===== config.mk =====
export PLATFORM = sky130hd
export DESIGN_NAME = rid_ram
export DESIGN_NICKNAME = d
export VERILOG_FILES = /design/src/rtl/core/rid_ram.sv
export SDC_FILE = /design/constraint.sdc
export NUM_CORES = 1
export LEC_CHECK = 0
export BUFFER_PORTS_ARGS = -buffer_cell sky130_fd_sc_hd__clkbuf_2
export CAP_MARGIN = 20
export CORE_MARGIN = 5
export CORE_UTILIZATION = 55
export CTS_CLUSTER_SIZE = 8
export DETAILED_ROUTE_END_ITERATION = 10
export PLACE_DENSITY = 0.73
export SYNTH_ARGS = -nofsm -noshare
export SYNTH_HDL_FRONTEND = slang
export SYNTH_SLANG_ARGS = --single-unit

===== constraint.sdc =====
create_clock -name clk -period 7.2 [get_ports clk]
set_clock_uncertainty 0.15 [all_clocks]
set_input_delay 0 -clock clk [delete_from_list [all_inputs] [get_ports clk]]
set_output_delay 0 -clock clk [all_outputs]
set_load 0.02 [all_outputs]

===== src/rtl/core/rid_ram.sv =====
module rid_ram #(
	parameter int DEPTH = 8,
	parameter int WIDTH = 64
) (
	input  logic                     clk,
	input  logic                     we,
	input  logic [$clog2(DEPTH)-1:0] waddr,
	input  logic [WIDTH-1:0]         wdata,
	input  logic                     re,
	input  logic [$clog2(DEPTH)-1:0] raddr,
	output logic [WIDTH-1:0]         rdata
);

	logic [WIDTH-1:0] mem [DEPTH];

	always_ff @(posedge clk) begin
		if (we) begin
			mem[waddr] <= wdata;
		end
	end

	always_ff @(posedge clk) begin
		if (re) begin
			rdata <= mem[raddr];
		end
	end

endmodule


==> impl_metrics.yaml <==
detailed_routing:
  via_count: 9301
  drtAntennaViolNets: 0
  drc: 0
  viasPerCell: 5.80
  drt_wl_total_um: 41100
  first_pass_iters: 5
  drtIter0Drc: 602
  wl_per_cell_um: 25.6
setup_path:
  required_ns: 7.23
  crit_path_frequent_cell: "dlygate4sd3_1"
  reg2reg_depth: 2
  cp-end-kind: "flip-flop"
  cp_top_family: "buffers and inverters"
  crit_fanout: 53
  worstSetupPathType: "input port to flip-flop"
  cp_cell_sequence: "dlygate4sd3_1 -> clkbuf_2 -> nand2_1 -> dlygate4sd3_1 -> nor2_4 -> buf_4"
  start_kind: "input port"
  cpPeakStageDelay_ns: 0.83
  cp.depth: 6
  critical_path_buf_inv_count: 4
  worstPathArrival_ns: 2.76
  cp_slowest_cell: "buf_4"
timing:
  max_freq_mhz: 366
  hold_violations: 0
  setup-tns-final_ns: 0
  hold_slack_ns: 0.0788
  grt_setup_unrepaired: "false"
  slew_headroom_pct: 32.5
  drv_slew: 0
  tightestPinTransition_ns: 1.01
  period_minus_slack_ns: 2.73
  setup_viol: 0
  fin_crit_sh_pct: 37.9
clocking:
  cts_buffers: 81
  clkTransAtPathRegs_ns: 0.05
  cts_tree: "built"
  cts-root-buf: "clkbuf_16"
  htreeDepth: 3
  insertion_delay_ns: 0.58
  cts.sinks: 576
  post_cts_buffers: 0
  clockBufferDepth: 3
synthesis:
  syn_nets: 889
  synth-seq-cells: 576
  synth_area_per_cell_um2: 26.0
  yosysSeqAreaShare_pct: 81.6
  syn-cell-area_mm2: 0.0212
  ys_warn_count: 0
  ys_types: 12
  synthCells: 816
floorplan:
  core_mm2: 0.0378
  num_rows: 71
  start_util_pct: 56.0
  ios: 137
  die_height_um: 206
  die_area_mm2: 0.0425
  die_w_um: 206
global_route:
  grt_pass1_vias: 10300
  grtUsageTotal_pct: 20.1
  overflow: 0
  grt_pass1_wl_um: 62500
  grt_max_degree: 70
  antenna_found_initial: 3
placement:
  gp_congestion: 0.698
  dp_cells: 1443
  numPortBuffers: 136
  dp_hpwl_um: 19700
cells_and_area:
  finalNetCount: 1160
  final_common_cell: "edfxtp_1"
  final_cell_mix: "edfxtp_1, clkbuf_2, mux4_2"
  layout-drive-gt1-share_pct: 40.1
  seqCellArea_mm2: 0.0173
  fill_cells: 2362
  stdcell_count: 1604
  multi_input_area_mm2: 0.00372
  syn2layout_area_growth_pct: 19.4
power:
  ir_drop_mv: 0.145
  p_per_area_mw_per_mm2: 297
  p_leak_nw: 8.36
status:
  status: "finished clean"
run:
  cap_violations: 0
hold_path:
  holdPathStages: 3
  min-delay-path-class: "input port to flip-flop"
where the power goes:
| group | leakage, nW | internal (mW) | switching (mW) |
|---|---|---|---|
| clock network | 1.04 | 2.01 | 1.23 |
| registers | 5.28 | 3.84 | 0.0358 |
| logic | 2.04 | 0.185 | 0.221 |
cell type report:
cell class	count	area share, %
Sequential cell	576	68.4
Multi-Input combinational cell	205	14.7
Clock buffer	83	8.21
Timing Repair Buffer	223	6.07
Tap cell	511	2.53
Clock inverter	3	0.104
Antenna cell	3	0.0297
synth_stat cells, drive strengths merged:
| cell type | number | area (µm²) |
|---|---|---|
| nor2 | 6 | 22.5 |
| mux4 | 128 | 2880 |
| clkbuf | 9 | 33.8 |
| edfxtp | 576 | 17300 |
| buf | 26 | 195 |
| mux2 | 64 | 721 |
| nand2b | 3 | 18.8 |
| nor3 | 2 | 10.0 |
| nand2 | 2 | 7.51 |
registers in the layout (all words and copies together), names as in the netlist:
signal	count
mem	512
rdata	64
through the flow:
step                      worst slack [ns]  area [µm²]  power [mW]  util (%)
after floorplan                       1.95       21200        4.17         -
after global placement                4.55       22500        4.30      59.4
after detailed placement              4.52       22500        4.32      59.4
after CTS                             4.47       25300        7.59      66.8
after global routing                  4.38       25300        7.79      66.9
final                                 4.47       25300        7.52      66.9
routing by layer:
| layer | global-route usage (%) | part of all wire, % |
|---|---|---|
| met1 | 27.0 | 40 |
| met3 | 4.44 | 5.9 |
| met2 | 33.6 | 52 |
| met5 | 0 | 0 |
| met4 | 5.96 | 1.7 |
worst paths after layout:
kind | from | end | slack [ns]
worst max-delay path | waddr[2] | mem[7][52] | 4.47
worst min-delay path | raddr[2] | rdata[1] | 0.08
worst max register to register | mem[4][32] | rdata[32] | 5.64
worst min register to register | mem[7][52] | rdata[52] | 0.60
what timing repair did:
action                                 in CTS  in global routing
endpoints found under the hold margin     641                  0
gates resized for setup                     0                  0
hold buffers                               72                  0
tightest hold or removal path, delay by kind of cell:
| kind | cells | cell delay, ns |
|---|---|---|
| muxes | 2 | 0.44 |
| buffers and inverters | 1 | 0.25 |
kinds of logic (layout without fill, tap and decap cells):
family                 count (synthesis)  in the layout  share of synthesized area [%]
DFF                                  576            576                           81.6
buffers and inverters                 35            309                           1.08
and+or+nand+nor                       13             13                          0.278
other                                  0              3                              0
muxes                                192            192                           17.0
No activity file was read; power rests on OpenSTA's default activity.
