==> src/rtl/core/rid_pkg.sv <==
package rid_pkg;

	localparam int POOL_SLOTS = 8;
	localparam int RING_DEPTH = 32;
	localparam int ID_BITS    = 64;

	localparam int CONV_BITS  = 64;
	localparam int TAG_BITS   = 64;
	localparam int SLOT_OUT_W = 3;
	localparam int IN_W       = CONV_BITS + TAG_BITS;
	localparam int OUT_W      = 8;

	localparam int SLOT_W     = $clog2(POOL_SLOTS);
	localparam int RANK_W     = SLOT_W;
	localparam int POS_W      = $clog2(RING_DEPTH);
	localparam int FILL_W     = $clog2(RING_DEPTH + 1);
	localparam int RING_WORDS = POOL_SLOTS * RING_DEPTH;
	localparam int RING_AW    = $clog2(RING_WORDS);

	typedef struct packed {
		logic              dup;
		logic [SLOT_W-1:0] slot;
		logic              reassigned;
	} result_t;

endpackage

==> src/rtl/core/rid_ctrl.sv <==
module rid_ctrl (
	input  logic                             clk,
	input  logic                             arst_n,
	input  logic                             in_valid,
	output logic                             in_ready,
	input  logic [rid_pkg::CONV_BITS-1:0]    conv_in,
	input  logic [rid_pkg::ID_BITS-1:0]      id_in,
	output logic                             conv_we,
	output logic [rid_pkg::SLOT_W-1:0]       conv_waddr,
	output logic [rid_pkg::CONV_BITS-1:0]    conv_wdata,
	output logic                             conv_re,
	output logic [rid_pkg::SLOT_W-1:0]       conv_raddr,
	input  logic [rid_pkg::CONV_BITS-1:0]    conv_rdata,
	output logic                             ring_we,
	output logic [rid_pkg::RING_AW-1:0]      ring_waddr,
	output logic [rid_pkg::ID_BITS-1:0]      ring_wdata,
	output logic                             ring_re,
	output logic [rid_pkg::RING_AW-1:0]      ring_raddr,
	input  logic [rid_pkg::ID_BITS-1:0]      ring_rdata,
	output logic                             res_valid,
	output rid_pkg::result_t                 res,
	input  logic                             res_free
);

	localparam int N  = rid_pkg::POOL_SLOTS;
	localparam int SW = rid_pkg::SLOT_W;
	localparam int RW = rid_pkg::RANK_W;
	localparam int PW = rid_pkg::POS_W;
	localparam int FW = rid_pkg::FILL_W;
	localparam int AW = rid_pkg::RING_AW;

	typedef enum logic [5:0] {
		ST_IDLE  = 6'b000001,
		ST_CSCAN = 6'b000010,
		ST_TOUCH = 6'b000100,
		ST_RSCAN = 6'b001000,
		ST_WRITE = 6'b010000,
		ST_DONE  = 6'b100000
	} state_t;

	state_t                        state_q;
	logic [rid_pkg::CONV_BITS-1:0] conv_q;
	logic [rid_pkg::ID_BITS-1:0]   id_q;
	logic [SW:0]                   ci_q;
	logic [SW-1:0]                 cidx_s1;
	logic                          crd_s1;
	logic                          hit_q;
	logic [SW-1:0]                 slot_q;
	logic [FW-1:0]                 ri_q;
	logic                          rrd_s1;
	logic                          dup_q;
	logic                          valid_q [N];
	logic [RW-1:0]                 rank_q  [N];
	logic [FW-1:0]                 fill_q  [N];
	logic [PW-1:0]                 pos_q   [N];

	logic          free_any;
	logic [SW-1:0] free_idx;
	logic [SW-1:0] lru_idx;
	logic          conv_match;
	logic          ring_match;
	logic [FW-1:0] fill_cur;
	logic [PW-1:0] pos_cur;
	logic [RW-1:0] rank_cur;
	logic [AW-1:0] ring_base;
	logic          ci_end;
	logic          ri_end;

	always_comb begin
		free_any = 1'b0;
		free_idx = '0;
		lru_idx  = '0;
		for (int i = N - 1; i >= 0; i--) begin
			if (!valid_q[i]) begin
				free_any = 1'b1;
				free_idx = SW'(i);
			end
			if (rank_q[i] == RW'(N - 1)) begin
				lru_idx = SW'(i);
			end
		end
	end

	assign fill_cur   = fill_q[slot_q];
	assign pos_cur    = pos_q[slot_q];
	assign rank_cur   = rank_q[slot_q];
	assign ring_base  = AW'(slot_q) * AW'(rid_pkg::RING_DEPTH);
	assign ci_end     = (ci_q == (SW + 1)'(N));
	assign ri_end     = (ri_q == fill_cur);
	assign conv_match = crd_s1 && valid_q[cidx_s1] && (conv_rdata == conv_q);
	assign ring_match = rrd_s1 && (ring_rdata == id_q);

	assign in_ready   = (state_q == ST_IDLE);
	assign conv_re    = (state_q == ST_CSCAN) && !ci_end;
	assign conv_raddr = ci_q[SW-1:0];
	assign conv_we    = (state_q == ST_TOUCH) && !hit_q;
	assign conv_waddr = slot_q;
	assign conv_wdata = conv_q;
	assign ring_re    = (state_q == ST_RSCAN) && !ring_match && !ri_end;
	assign ring_raddr = ring_base + AW'(ri_q);
	assign ring_we    = (state_q == ST_WRITE);
	assign ring_waddr = ring_base + AW'(pos_cur);
	assign ring_wdata = id_q;

	assign res_valid      = (state_q == ST_DONE);
	assign res.dup        = dup_q;
	assign res.slot       = slot_q;
	assign res.reassigned = !hit_q;

	always_ff @(posedge clk or negedge arst_n) begin
		if (!arst_n) begin
			state_q <= ST_IDLE;
			conv_q  <= '0;
			id_q    <= '0;
			ci_q    <= '0;
			cidx_s1 <= '0;
			crd_s1  <= 1'b0;
			hit_q   <= 1'b0;
			slot_q  <= '0;
			ri_q    <= '0;
			rrd_s1  <= 1'b0;
			dup_q   <= 1'b0;
			for (int i = 0; i < N; i++) begin
				valid_q[i] <= 1'b0;
				rank_q[i]  <= RW'(i);
				fill_q[i]  <= '0;
				pos_q[i]   <= '0;
			end
		end else begin
			case (state_q)
				ST_IDLE: begin
					if (in_valid) begin
						conv_q  <= conv_in;
						id_q    <= id_in;
						ci_q    <= '0;
						crd_s1  <= 1'b0;
						state_q <= ST_CSCAN;
					end
				end
				ST_CSCAN: begin
					if (conv_match) begin
						hit_q   <= 1'b1;
						slot_q  <= cidx_s1;
						crd_s1  <= 1'b0;
						state_q <= ST_TOUCH;
					end else if (ci_end) begin
						hit_q   <= 1'b0;
						slot_q  <= free_any ? free_idx : lru_idx;
						crd_s1  <= 1'b0;
						state_q <= ST_TOUCH;
					end else begin
						crd_s1  <= 1'b1;
						cidx_s1 <= ci_q[SW-1:0];
						ci_q    <= ci_q + 1'b1;
					end
				end
				ST_TOUCH: begin
					for (int i = 0; i < N; i++) begin
						if (rank_q[i] < rank_cur) begin
							rank_q[i] <= rank_q[i] + 1'b1;
						end
					end
					rank_q[slot_q] <= '0;
					if (!hit_q) begin
						valid_q[slot_q] <= 1'b1;
						fill_q[slot_q]  <= '0;
						pos_q[slot_q]   <= '0;
					end
					ri_q    <= '0;
					rrd_s1  <= 1'b0;
					state_q <= ST_RSCAN;
				end
				ST_RSCAN: begin
					if (ring_match) begin
						dup_q   <= 1'b1;
						rrd_s1  <= 1'b0;
						state_q <= ST_DONE;
					end else if (ri_end) begin
						dup_q   <= 1'b0;
						rrd_s1  <= 1'b0;
						state_q <= ST_WRITE;
					end else begin
						rrd_s1 <= 1'b1;
						ri_q   <= ri_q + 1'b1;
					end
				end
				ST_WRITE: begin
					if (pos_cur == PW'(rid_pkg::RING_DEPTH - 1)) begin
						pos_q[slot_q] <= '0;
					end else begin
						pos_q[slot_q] <= pos_cur + 1'b1;
					end
					if (fill_cur != FW'(rid_pkg::RING_DEPTH)) begin
						fill_q[slot_q] <= fill_cur + 1'b1;
					end
					state_q <= ST_DONE;
				end
				ST_DONE: begin
					if (res_free) begin
						state_q <= ST_IDLE;
					end
				end
				default: begin
					state_q <= ST_IDLE;
				end
			endcase
		end
	end

endmodule

==> config.mk <==
export PLATFORM = sky130hd
export DESIGN_NAME = rid_ctrl
export DESIGN_NICKNAME = d
export VERILOG_FILES = /design/src/rtl/core/rid_pkg.sv /design/src/rtl/core/rid_ctrl.sv
export SDC_FILE = /design/constraint.sdc
export NUM_CORES = 1
export LEC_CHECK = 0
export BUFFER_PORTS_ARGS = -buffer_cell sky130_fd_sc_hd__buf_4
export CAP_MARGIN = 20
export CORE_ASPECT_RATIO = 1.4
export CORE_MARGIN = 5
export CORE_UTILIZATION = 30
export DETAILED_ROUTE_END_ITERATION = 8
export SYNTH_ARGS = -nofsm -noshare
export SYNTH_HDL_FRONTEND = slang
export SYNTH_SLANG_ARGS = --single-unit
==> constraint.sdc <==
create_clock -name clk -period 6.42 [get_ports clk]
set_clock_uncertainty 0.2 [all_clocks]
set_input_delay 0.321 -clock clk [delete_from_list [all_inputs] [get_ports clk]]
set_output_delay 0.321 -clock clk [all_outputs]
set_load 0.005 [all_outputs]
==> run_results.csv, run 1 <==
group,metric,value,unit
routing,dr.first_iter.drc_count,630,
place,port_buffers,420,
worst_setup_path,worstSetupPathType,"reg2out",
power,power_density,336,mW/mm^2
worst_setup_path,worst_path_most_repeated_cell,"buf_4",
grt,grt_start_max_net_pins,149,
worst_setup_path,arrival,3.85,ns
grt,grt_pass1_wl,73300,microns
sta,max_freq,0.229,GHz
clock_network,cts_buffers,31,
logic_synthesis,syn_inst,1196,
clock_network,cts_root_buf,"clkbuf_16",
clock_network,cts_resized,0,
sta,tightest_slew,1.03,ns
place,place_congestion,0.864,
routing,num_vias,11800,
layout,multi_input_comb_area,0.00670,sq mm
clock_network,post-cts-setup-buffers,0,
sta,hold_viol_final,0,
routing,firstDrtPassIters,5,
routing,drc,0,
layout,area_growth_syn_to_layout,43.7,%
grt,antenna_found_initial,3,
sta,fin_crit_sh,0.681,
place,hpwl,35700,microns
worst_setup_path,crit_slowest_cell,"dfrtp_1",
die,fp.dieW,193,microns
die,num_rows,93,
logic_synthesis,synth_top_area_frac,0.465,
outcome,status,"finished clean",
grt,grt_pass1_vias,12700,
routing,drtAntennaViolNets,0,
logic_synthesis,synth_ff_type,"dfrtp_1",
worst_setup_path,crit_required,5.90,ns
logic_synthesis,synth_cell_types,73,
die,die_area,0.0513,sq mm
grt,grtUsageTotal,0.181,
logic_synthesis,ys.warnings.count,0,
logic_synthesis,yosys.area.top_type,"dfrtp_1",
sta,rsz0062_at_grt,"no",
worst_setup_path,cp_top_family,"flip-flops",
worst_hold_path,hold_path_class,"in2reg",
sta,slew-limit-headroom,0.313,
logic_synthesis,syn_avg_cell_area,11.7,sq um
layout,fillCellCount,4286,
routing,routedWlPerCell,20.1,microns
worst_setup_path,cp_cell_sequence,"buf_4 -> mux4_2 -> mux2i_2 -> xnor2_1 -> nor4_4 -> nand3_4 -> nand3_2 -> inv_1 -> buf_4",
clock_network,h-tree-depth,1,
logic_synthesis,yosysSeqAreaShare,0.489,
sta,setup_tns,0,ns
worst_setup_path,worstReg2RegEnd,"rank_q[3]$_DFFE_PN0N_",
layout,drive_gt1_frac,0.387,
worst_setup_path,r2r_cells,11,
worst_setup_path,crit_path_start_kind,"flop",
grt,grt_overflow,0,
worst_setup_path,worstPathMaxFanout,23,
sta,period_needed,4.37,ns
logic_synthesis,synth_nets,1497,
sta,finalSetupViolCount,0,
clock_network,clock_path_buffers,3,
die,ios,421,
clock_network,cts_tree,"done",
layout,final_util,0.437,
logic_synthesis,synth_area_leaders,"dfrtp_1, mux2_2, xor2_1",
worst_hold_path,min_to,"dup_q$_DFFE_PN0P_",
worst_setup_path,crit_path_end_kind,"output pin",
logic_synthesis,syn_area,0.0140,sq mm
power,vdd_drop_max,0.256,mV
logic_synthesis,ys_ff_latch,274,
die,start_util,0.304,
routing,routed_wl,47900,microns
worst_hold_path,holdCritStartpoint,"ring_rdata[47]",
power,leakagePower,0.00941,uW
clock_network,numClockSinks,274,
routing,vias_per_cell,4.95,
job,max_cap_viol_count,0,
layout,seqCellArea,0.00687,sq mm
logic_synthesis,async_flop_share,1.00,
worst_hold_path,hold_path_depth,6,
worst_setup_path,cp_slowest_stage_delay,1.00,ns
layout,num-nets-final,2038,
die,die_h,266,microns
worst_setup_path,crit_start,"conv_waddr[0]$_DFFE_PN0P_",
worst_setup_path,reg2reg_from,"conv_waddr[0]$_DFFE_PN0P_",
worst_setup_path,critical_path_buf_inv_count,3,
die,core,0.0462,sq mm
sta,maxSlewViolCount,0,
worst_setup_path,ff2ff_setup_slack,2.25,ns
logic_synthesis,synth_edf_count,0,
clock_network,clk_latency,0.59,ns
clock_network,path_clk_slew,0.06,ns
==> how the worst max path moves through the flow <==
stage	to	cells after the start
floorplan	rank_q[3]$_DFFE_PN0N_	13
global placement	fill_q[10]$_DFFE_PN0P_	6
detailed placement	fill_q[4]$_DFFE_PN0P_	6
CTS	fill_q[4]$_DFFE_PN0P_	6
global route	ring_re	9
finish	ring_re	9
==> worst reg2reg max path: stages, from the launching register on <==
cell and delay, ns:
dfrtp_1 1.00, buf_4 0.37, and3_1 0.63, a22oi_1 0.19, and4_1 0.36, ha_1 0.33, or2_2 0.29, a21oi_1 0.15
a21oi_1 0.07, nor3_1 0.29, nor2_1 0.07, a31oi_1 0.14
==> cells by family (layout without fill, tap and decap cells) <==
family                   after synthesis  in the layout  synth area share
multiplexers                         186            186             0.162
other                                  0              3                 0
AND/OR/NAND/NOR                      272            272             0.105
buffers and inverters                107            672            0.0346
adder cells (fa/ha/maj)               41             41            0.0365
flip-flops                           274            274             0.489
XOR/XNOR                             114            114            0.0711
AO/OA/AOI/OAI                        202            202             0.102
==> power by group <==
| part | switching (uW) | internal [uW] | leakage [uW] |
|---|---|---|---|
| clock | 759 | 1040 | 0.000506 |
| combinational | 854 | 1400 | 0.00546 |
| sequential | 542 | 2190 | 0.00345 |
==> flip-flops by register name (all words and copies together), names as in the netlist <==
| name | count |
|---|---|
| conv_wdata | 64 |
| valid_q | 8 |
| ri_q | 6 |
| rrd_s1 | 1 |
| crd_s1 | 1 |
| hit_q | 1 |
| rank_q | 24 |
| conv_waddr | 3 |
| ring_wdata | 64 |
| cidx_s1 | 3 |
| dup_q | 1 |
| ci_q | 4 |
| fill_q | 48 |
| pos_q | 40 |
| state_q | 6 |
==> final cells by class <==
| type | count | area share |
|---|---|---|
| antenna | 3 | 0.000372 |
| multi-input combinational | 815 | 0.332 |
| clock inverter | 12 | 0.00663 |
| tap | 617 | 0.0383 |
| timing repair buffer | 565 | 0.229 |
| clock buffer | 45 | 0.0440 |
| sequential | 274 | 0.341 |
| inverter | 50 | 0.00930 |
==> cells in the mapped netlist, drive strengths merged (3+ instances only) <==
master,n
a2111oi,3
a211o,5
a21boi,3
a21o,7
a21oi,9
a221oi,3
a22o,39
a22oi,24
a31oi,4
a32o,11
and3,4
and3b,5
and4,6
buf,38
clkbuf,19
dfrtp,261
dfstp,13
ha,41
inv,50
mux2,150
mux2i,21
mux4,15
nand2,95
nand2b,7
nand3,23
nand4,20
nor2,33
nor2b,8
nor3,18
nor3b,9
nor4,23
o21ai,66
o22ai,9
o2bb2ai,3
or4,8
xnor2,43
xor2,71
==> through the flow <==
step	setup slack [ns]	instances	total power (uW)	hold slack (ns)	instance area [sq um]
floorplan	3.11	1196	3680	-0.175	14000
global placement	2.14	2187	4880	0.262	17800
detailed placement	1.98	2187	4920	0.270	17800
CTS	1.97	2376	6840	0.143	20100
global route	1.73	2380	7160	0.211	20200
finish	2.05	2381	6780	0.158	20200
==> cell usage in the layout, fill, tap and decap left out, drive strengths merged, types with 4 or more instances in the layout <==
master,netlist,final
buf,38,433
a31oi,4,4
a32o,11,11
nor2b,8,8
dfstp,13,13
and4,6,6
nand2b,7,7
a21o,7,7
nor3b,9,9
mux2i,21,21
dlygate4sd3,0,132
nor3,18,18
xor2,71,71
ha,41,41
inv,50,52
xnor2,43,43
a22o,39,39
a211o,5,5
nand3,23,23
or4,8,8
mux2,150,150
mux4,15,15
clkinv,0,7
nand2,95,95
a21oi,9,9
a22oi,24,24
clkbuf,19,45
and3,4,4
o21ai,66,66
and3b,5,5
nor2,33,33
o22ai,9,9
nand4,20,20
nor4,23,23
dfrtp,261,261
==> repair_timing <==
action,4_1_cts,5_1_grt
setup endpoints to repair,0,0
hold endpoints to repair,247,0
hold buffers,132,0
==> layer usage <==
metal  up-vias  share of wire  track usage
li1       5424              -            -
met1      5785           0.37        0.208
met2       466           0.52        0.323
met3       121          0.065       0.0380
met4         0          0.047       0.0789
met5         -              0            0
Power figures use the tool's default switching activity.
==> run 2: changes to the inputs <==
- clock period: 6.42 -> 4 ns (I/O delays scaled with it)
==> run 2 against run 1 <==
Compared with the run above: hold slack worse by 0.080 ns; utilization rose by 0.32 points; die area unchanged; sequential power up 59%; register-to-register slack worse by 1.8 ns; clock power rose by 65%; wire length is 0.29% higher.
==> run_results.csv, run 2 (synthesized netlist as in run 1, its figures left out) <==
group,metric,value,unit
grt,grt_pass1_vias,13300,
layout,num-nets-final,2054,
layout,area_growth_syn_to_layout,44.7,%
grt,grtUsageTotal,0.183,
die,core,0.0462,sq mm
place,place_congestion,0.876,
layout,fillCellCount,4283,
sta,max_freq,0.270,GHz
layout,layout_commonest_cell,"buf_4",
die,fp.dieW,193,microns
power,power.total,11000,uW
die,die_area,0.0513,sq mm
sta,fin_crit_sh,0.925,
layout,most-common-layout-cells,"buf_4, dfrtp_1, mux2_2",
layout,final_util,0.440,
sta,slew-limit-headroom,0.432,
grt,grt_start_max_net_pins,129,
worst_setup_path,cp_slowest_stage_delay,0.61,ns
sta,maxSlewViolCount,0,
worst_hold_path,hold_path_class,"in2reg",
power,combPwrFrac,0.332,
sta,rsz0062_at_grt,"no",
clock_network,clock_path_buffers,3,
power,vdd_drop_max,0.410,mV
worst_setup_path,cp_cell_sequence,"buf_12 -> mux4_1 -> mux2i_4 -> xnor2_1 -> nor4_4 -> nand3_4 -> nand3_2 -> inv_1 -> buf_4",
worst_setup_path,worstSetupPathType,"reg2out",
sta,hold_viol_final,0,
clock_network,clk_latency,0.58,ns
routing,drtAntennaViolNets,0,
place,dp_worst_setup_slack,0.579,ns
power,clkPwrFrac,0.271,
sta,setup_tns,0,ns
power,seqPwrFrac,0.397,
grt,antenna_found_initial,2,
routing,routedWlPerCell,20.1,microns
sta,finalSetupViolCount,0,
layout,seqCellArea,0.00687,sq mm
place,port_buffers,420,
worst_setup_path,crit_slowest_cell,"mux4_1",
die,num_rows,93,
power,p_sw_frac,0.314,
sta,period_needed,3.70,ns
die,ios,421,
clock_network,numClockSinks,274,
power,p_switching,3440,uW
die,start_util,0.304,
worst_setup_path,crit_path_end_kind,"output pin",
clock_network,cts_root_buf,"clkbuf_16",
grt,grt_pass1_wl,74800,microns
sta,fin_ws,0.301,ns
worst_setup_path,crit_path_start_kind,"flop",
outcome,status,"finished clean",
clock_network,post-cts-setup-buffers,0,
routing,dr.first_iter.drc_count,459,
sta,hold_ws,0.0775,ns
worst_setup_path,arrival,3.30,ns
power,power_density,539,mW/mm^2
power,internal-power,7520,uW
routing,drc,0,
clock_network,h-tree-depth,1,
layout,multi_input_comb_area,0.00670,sq mm
die,die_h,266,microns
worst_setup_path,cp_top_family,"multiplexers",
clock_network,path_clk_slew,0.06,ns
job,max_cap_viol_count,0,
place,hpwl,36500,microns
clock_network,ctsHoldBuffers,132,
clock_network,cts_tree,"done",
clock_network,cts_resized,0,
routing,routed_wl,48000,microns
routing,num_vias,11800,
sta,tightest_slew,0.852,ns
clock_network,cts_buffers,29,
layout,drive_gt1_frac,0.394,
worst_setup_path,critical_path_buf_inv_count,3,
routing,firstDrtPassIters,5,
routing,vias_per_cell,4.93,
worst_setup_path,worstPathMaxFanout,16,
grt,grt_overflow,0,
worst_setup_path,crit_required,3.60,ns
power,leakagePower,0.00948,uW
[run 2: cell count changes in the layout (fill, tap and decap cells not counted), sizes merged]
cell and delta:
clkinv -1, bufinv +4, buf +18, diode -1
clkbuf -11, clkinvlp +5
[run 2: area by class of cell]
| cell class | count | area share |
|---|---|---|
| clock buffers | 34 | 0.0376 |
| inverters | 50 | 0.00923 |
| clock inverters | 20 | 0.0138 |
| flip-flops and latches | 274 | 0.338 |
| multi-input cells | 815 | 0.329 |
| diodes | 2 | 0.000246 |
| repair buffers | 583 | 0.234 |
| well taps | 617 | 0.0380 |
[run 2: path summary, 6_finish.rpt]
kind,start,end,slack (ns),cells past startpoint
max,conv_waddr[0]$_DFFE_PN0P_,ring_re,0.30,9
min,ring_rdata[47],dup_q$_DFFE_PN0P_,0.08,6
max reg2reg,conv_waddr[2]$_DFFE_PN0P_,rank_q[3]$_DFFE_PN0N_,0.50,12
min reg2reg,fill_q[13]$_DFFE_PN0P_,fill_q[13]$_DFFE_PN0P_,0.28,2
max in group asynchronous,arst_n,rank_q[5]$_DFFE_PN1N_,2.46,3
min in group asynchronous,arst_n,fill_q[18]$_DFFE_PN0P_,0.12,2
[run 2: worst register-to-register path: stages, from the launching register on]
cell and delay, ns:
dfrtp_1 0.65, buf_4 0.36, nor3b_1 0.28, buf_4 0.20, a22oi_1 0.07, and4_1 0.30
ha_1 0.32, or2_2 0.29, a21oi_1 0.15, a21oi_1 0.07, nor3_1 0.30, nor2_1 0.07
a31oi_1 0.15
[run 2: stage by stage]
stage	instance area (sq um)	instances
detailed placement	18000	2207
CTS	20300	2393
global route	20300	2395
floorplan	14000	1196
global placement	18000	2207
finish	20300	2395
[run 2: power by group through the flow]
stage | Clock, uW | Combinational, uW | Sequential, uW
5_1_grt | 3160 | 3950 | 4460
3_3_place_gp | 0 | 3500 | 4350
6_report | 2970 | 3640 | 4350
2_1_floorplan | 0 | 1700 | 4200
4_1_cts | 3060 | 3670 | 4340
3_5_place_dp | 0 | 3540 | 4370
[run 2: routing by layer]
| layer | global-route usage | wire (microns) | vias to the layer above |
|---|---|---|---|
| met5 | 0 | 0 | - |
| met4 | 0.0789 | 2230 | 0 |
| met3 | 0.0410 | 2990 | 108 |
| met2 | 0.332 | 25200 | 404 |
| met1 | 0.204 | 17600 | 5826 |
| li1 | - | - | 5462 |
==> run 3: changes to the inputs <==
- CORE_MARGIN: 5 -> unset
==> run 3 against run 2 <==
Compared with the run above: wire length decreased by 6.2%; largest power group unchanged; largest cell class unchanged; worst setup slack better by 0.056 ns; critical path depth stayed put; utilization about the same; sequential share of layout area is 0.081 points higher.
==> run_results.csv, run 3 (synthesized netlist as in run 1, its figures left out) <==
group,metric,value,unit
outcome,status,"finished clean",
layout,layout_commonest_cell,"buf_4",
grt,grt_pass1_vias,12700,
sta,finalSetupViolCount,0,
die,ios,421,
layout,seqCellArea,0.00687,sq mm
routing,routed_wl,45100,microns
routing,dr.first_iter.drc_count,516,
worst_setup_path,reg2reg_from,"conv_waddr[1]$_DFFE_PN0P_",
worst_setup_path,worstSetupPathType,"reg2out",
grt,grtUsageTotal,0.190,
routing,drc,0,
place,port_buffers,420,
place,hpwl,33800,microns
power,vdd_drop_max,0.388,mV
sta,rsz0062_at_grt,"no",
routing,routedWlPerCell,18.9,microns
layout,multi_input_comb_area,0.00670,sq mm
worst_setup_path,crit_path_start_kind,"flop",
sta,fin_crit_sh,0.911,
grt,grt_overflow,0,
die,core,0.0461,sq mm
clock_network,path_clk_slew,0.06,ns
layout,fillCellCount,4381,
clock_network,cts_buffers,30,
routing,firstDrtPassIters,5,
power,power_density,535,mW/mm^2
sta,tightest_slew,0.816,ns
job,max_cap_viol_count,0,
sta,maxSlewViolCount,0,
grt,antenna_found_initial,1,
clock_network,clock_path_buffers,3,
worst_setup_path,r2r_cells,11,
layout,final_util,0.440,
layout,layout.cells.non_filler,2389,
routing,num_vias,11800,
worst_setup_path,crit_required,3.60,ns
sta,slew-limit-headroom,0.455,
place,place_congestion,0.884,
sta,period_needed,3.64,ns
die,num_rows,93,
worst_setup_path,ff2ff_setup_slack,0.37,ns
worst_hold_path,hold_path_class,"in2async",
layout,drive_gt1_frac,0.392,
routing,drtAntennaViolNets,0,
clock_network,numClockSinks,274,
place,dp.cells,2203,
clock_network,cts_tree,"done",
layout,num-nets-final,2051,
sta,max_freq,0.275,GHz
sta,hold_viol_final,0,
worst_setup_path,crit_path_end_kind,"output pin",
layout,most-common-layout-cells,"buf_4, dfrtp_1, mux2_2",
grt,grt_pass1_wl,70600,microns
worst_setup_path,arrival,3.24,ns
die,start_util,0.305,
layout,area_growth_syn_to_layout,44.4,%
power,leakagePower,0.00947,uW
clock_network,h-tree-depth,1,
grt,grt_start_max_net_pins,95,
worst_setup_path,worstReg2RegEnd,"rank_q[3]$_DFFE_PN0N_",
routing,vias_per_cell,4.92,
sta,fin_ws,0.358,ns
die,die_h,258,microns
clock_network,clk_latency,0.57,ns
die,die_area,0.0477,sq mm
place,dp_worst_setup_slack,0.362,ns
clock_network,cts_root_buf,"clkbuf_16",
die,fp.dieW,185,microns
sta,setup_tns,0,ns
worst_setup_path,worstPathMaxFanout,17,
[run 3: timing repair]
action                                 CTS  global route
setup endpoints to repair                0             1
resized for setup                        0             1
buffers inserted                         0             0
endpoints found under the hold margin  299             0
hold buffers                           132             0
[run 3: routing by layer]
layer | vias up | GRT usage | share of wire
met5 | - | 0 | 0
met4 | 0 | 0.0746 | 0.036
met3 | 97 | 0.0374 | 0.058
met2 | 397 | 0.348 | 0.53
met1 | 5820 | 0.213 | 0.37
li1 | 5443 | - | -
[run 3: metrics by stage]
step | instance area (sq um) | power (uW) | hold WS (ns)
floorplan | 14000 | 5900 | -0.296
global placement | 17900 | 7850 | 0.0356
detailed placement | 17900 | 7920 | 0.0311
CTS | 20300 | 11000 | 0.00136
global route | 20300 | 11400 | 0.0506
finish | 20300 | 10800 | 0.00337
[run 3: layout make-up]
type | instances | share of cell area
sequential | 274 | 0.339
multi-input combinational | 815 | 0.330
timing repair buffer | 579 | 0.233
clock buffer | 48 | 0.0473
tap | 617 | 0.0381
inverter | 50 | 0.00925
clock inverter | 5 | 0.00290
antenna | 1 | 0.000123
[run 3: power breakdown]
| part | total, uW | internal, uW | switching (uW) |
|---|---|---|---|
| Sequential | 4370 | 3510 | 856 |
| Combinational | 3620 | 2240 | 1380 |
| Clock | 2860 | 1690 | 1170 |
| Total | 10800 | 7440 | 3400 |
[run 3: how the worst max path moves through the flow]
stage,endpoint,start,cells past startpoint,slack [ns]
after floorplan,rank_q[3]$_DFFE_PN0N_,conv_waddr[1]$_DFFE_PN0P_,13,0.69
after global placement,rank_q[3]$_DFFE_PN0N_,conv_waddr[1]$_DFFE_PN0P_,11,0.44
after detailed placement,rank_q[3]$_DFFE_PN0N_,conv_waddr[0]$_DFFE_PN0P_,11,0.36
after CTS,ring_re,conv_waddr[0]$_DFFE_PN0P_,9,0.07
after global routing,rank_q[3]$_DFFE_PN0N_,conv_waddr[1]$_DFFE_PN0P_,11,0.11
final,ring_re,conv_waddr[0]$_DFFE_PN0P_,9,0.36
[run 3: critical path, cell delays in order (launching register included)]
cell     delay [ns]
dfrtp_2        0.58
buf_4          0.26
mux4_2         0.54
mux2i_2        0.28
xnor2_1        0.17
nor4_4         0.32
nand3_4        0.17
nand3_2        0.17
inv_1          0.06
buf_4          0.14
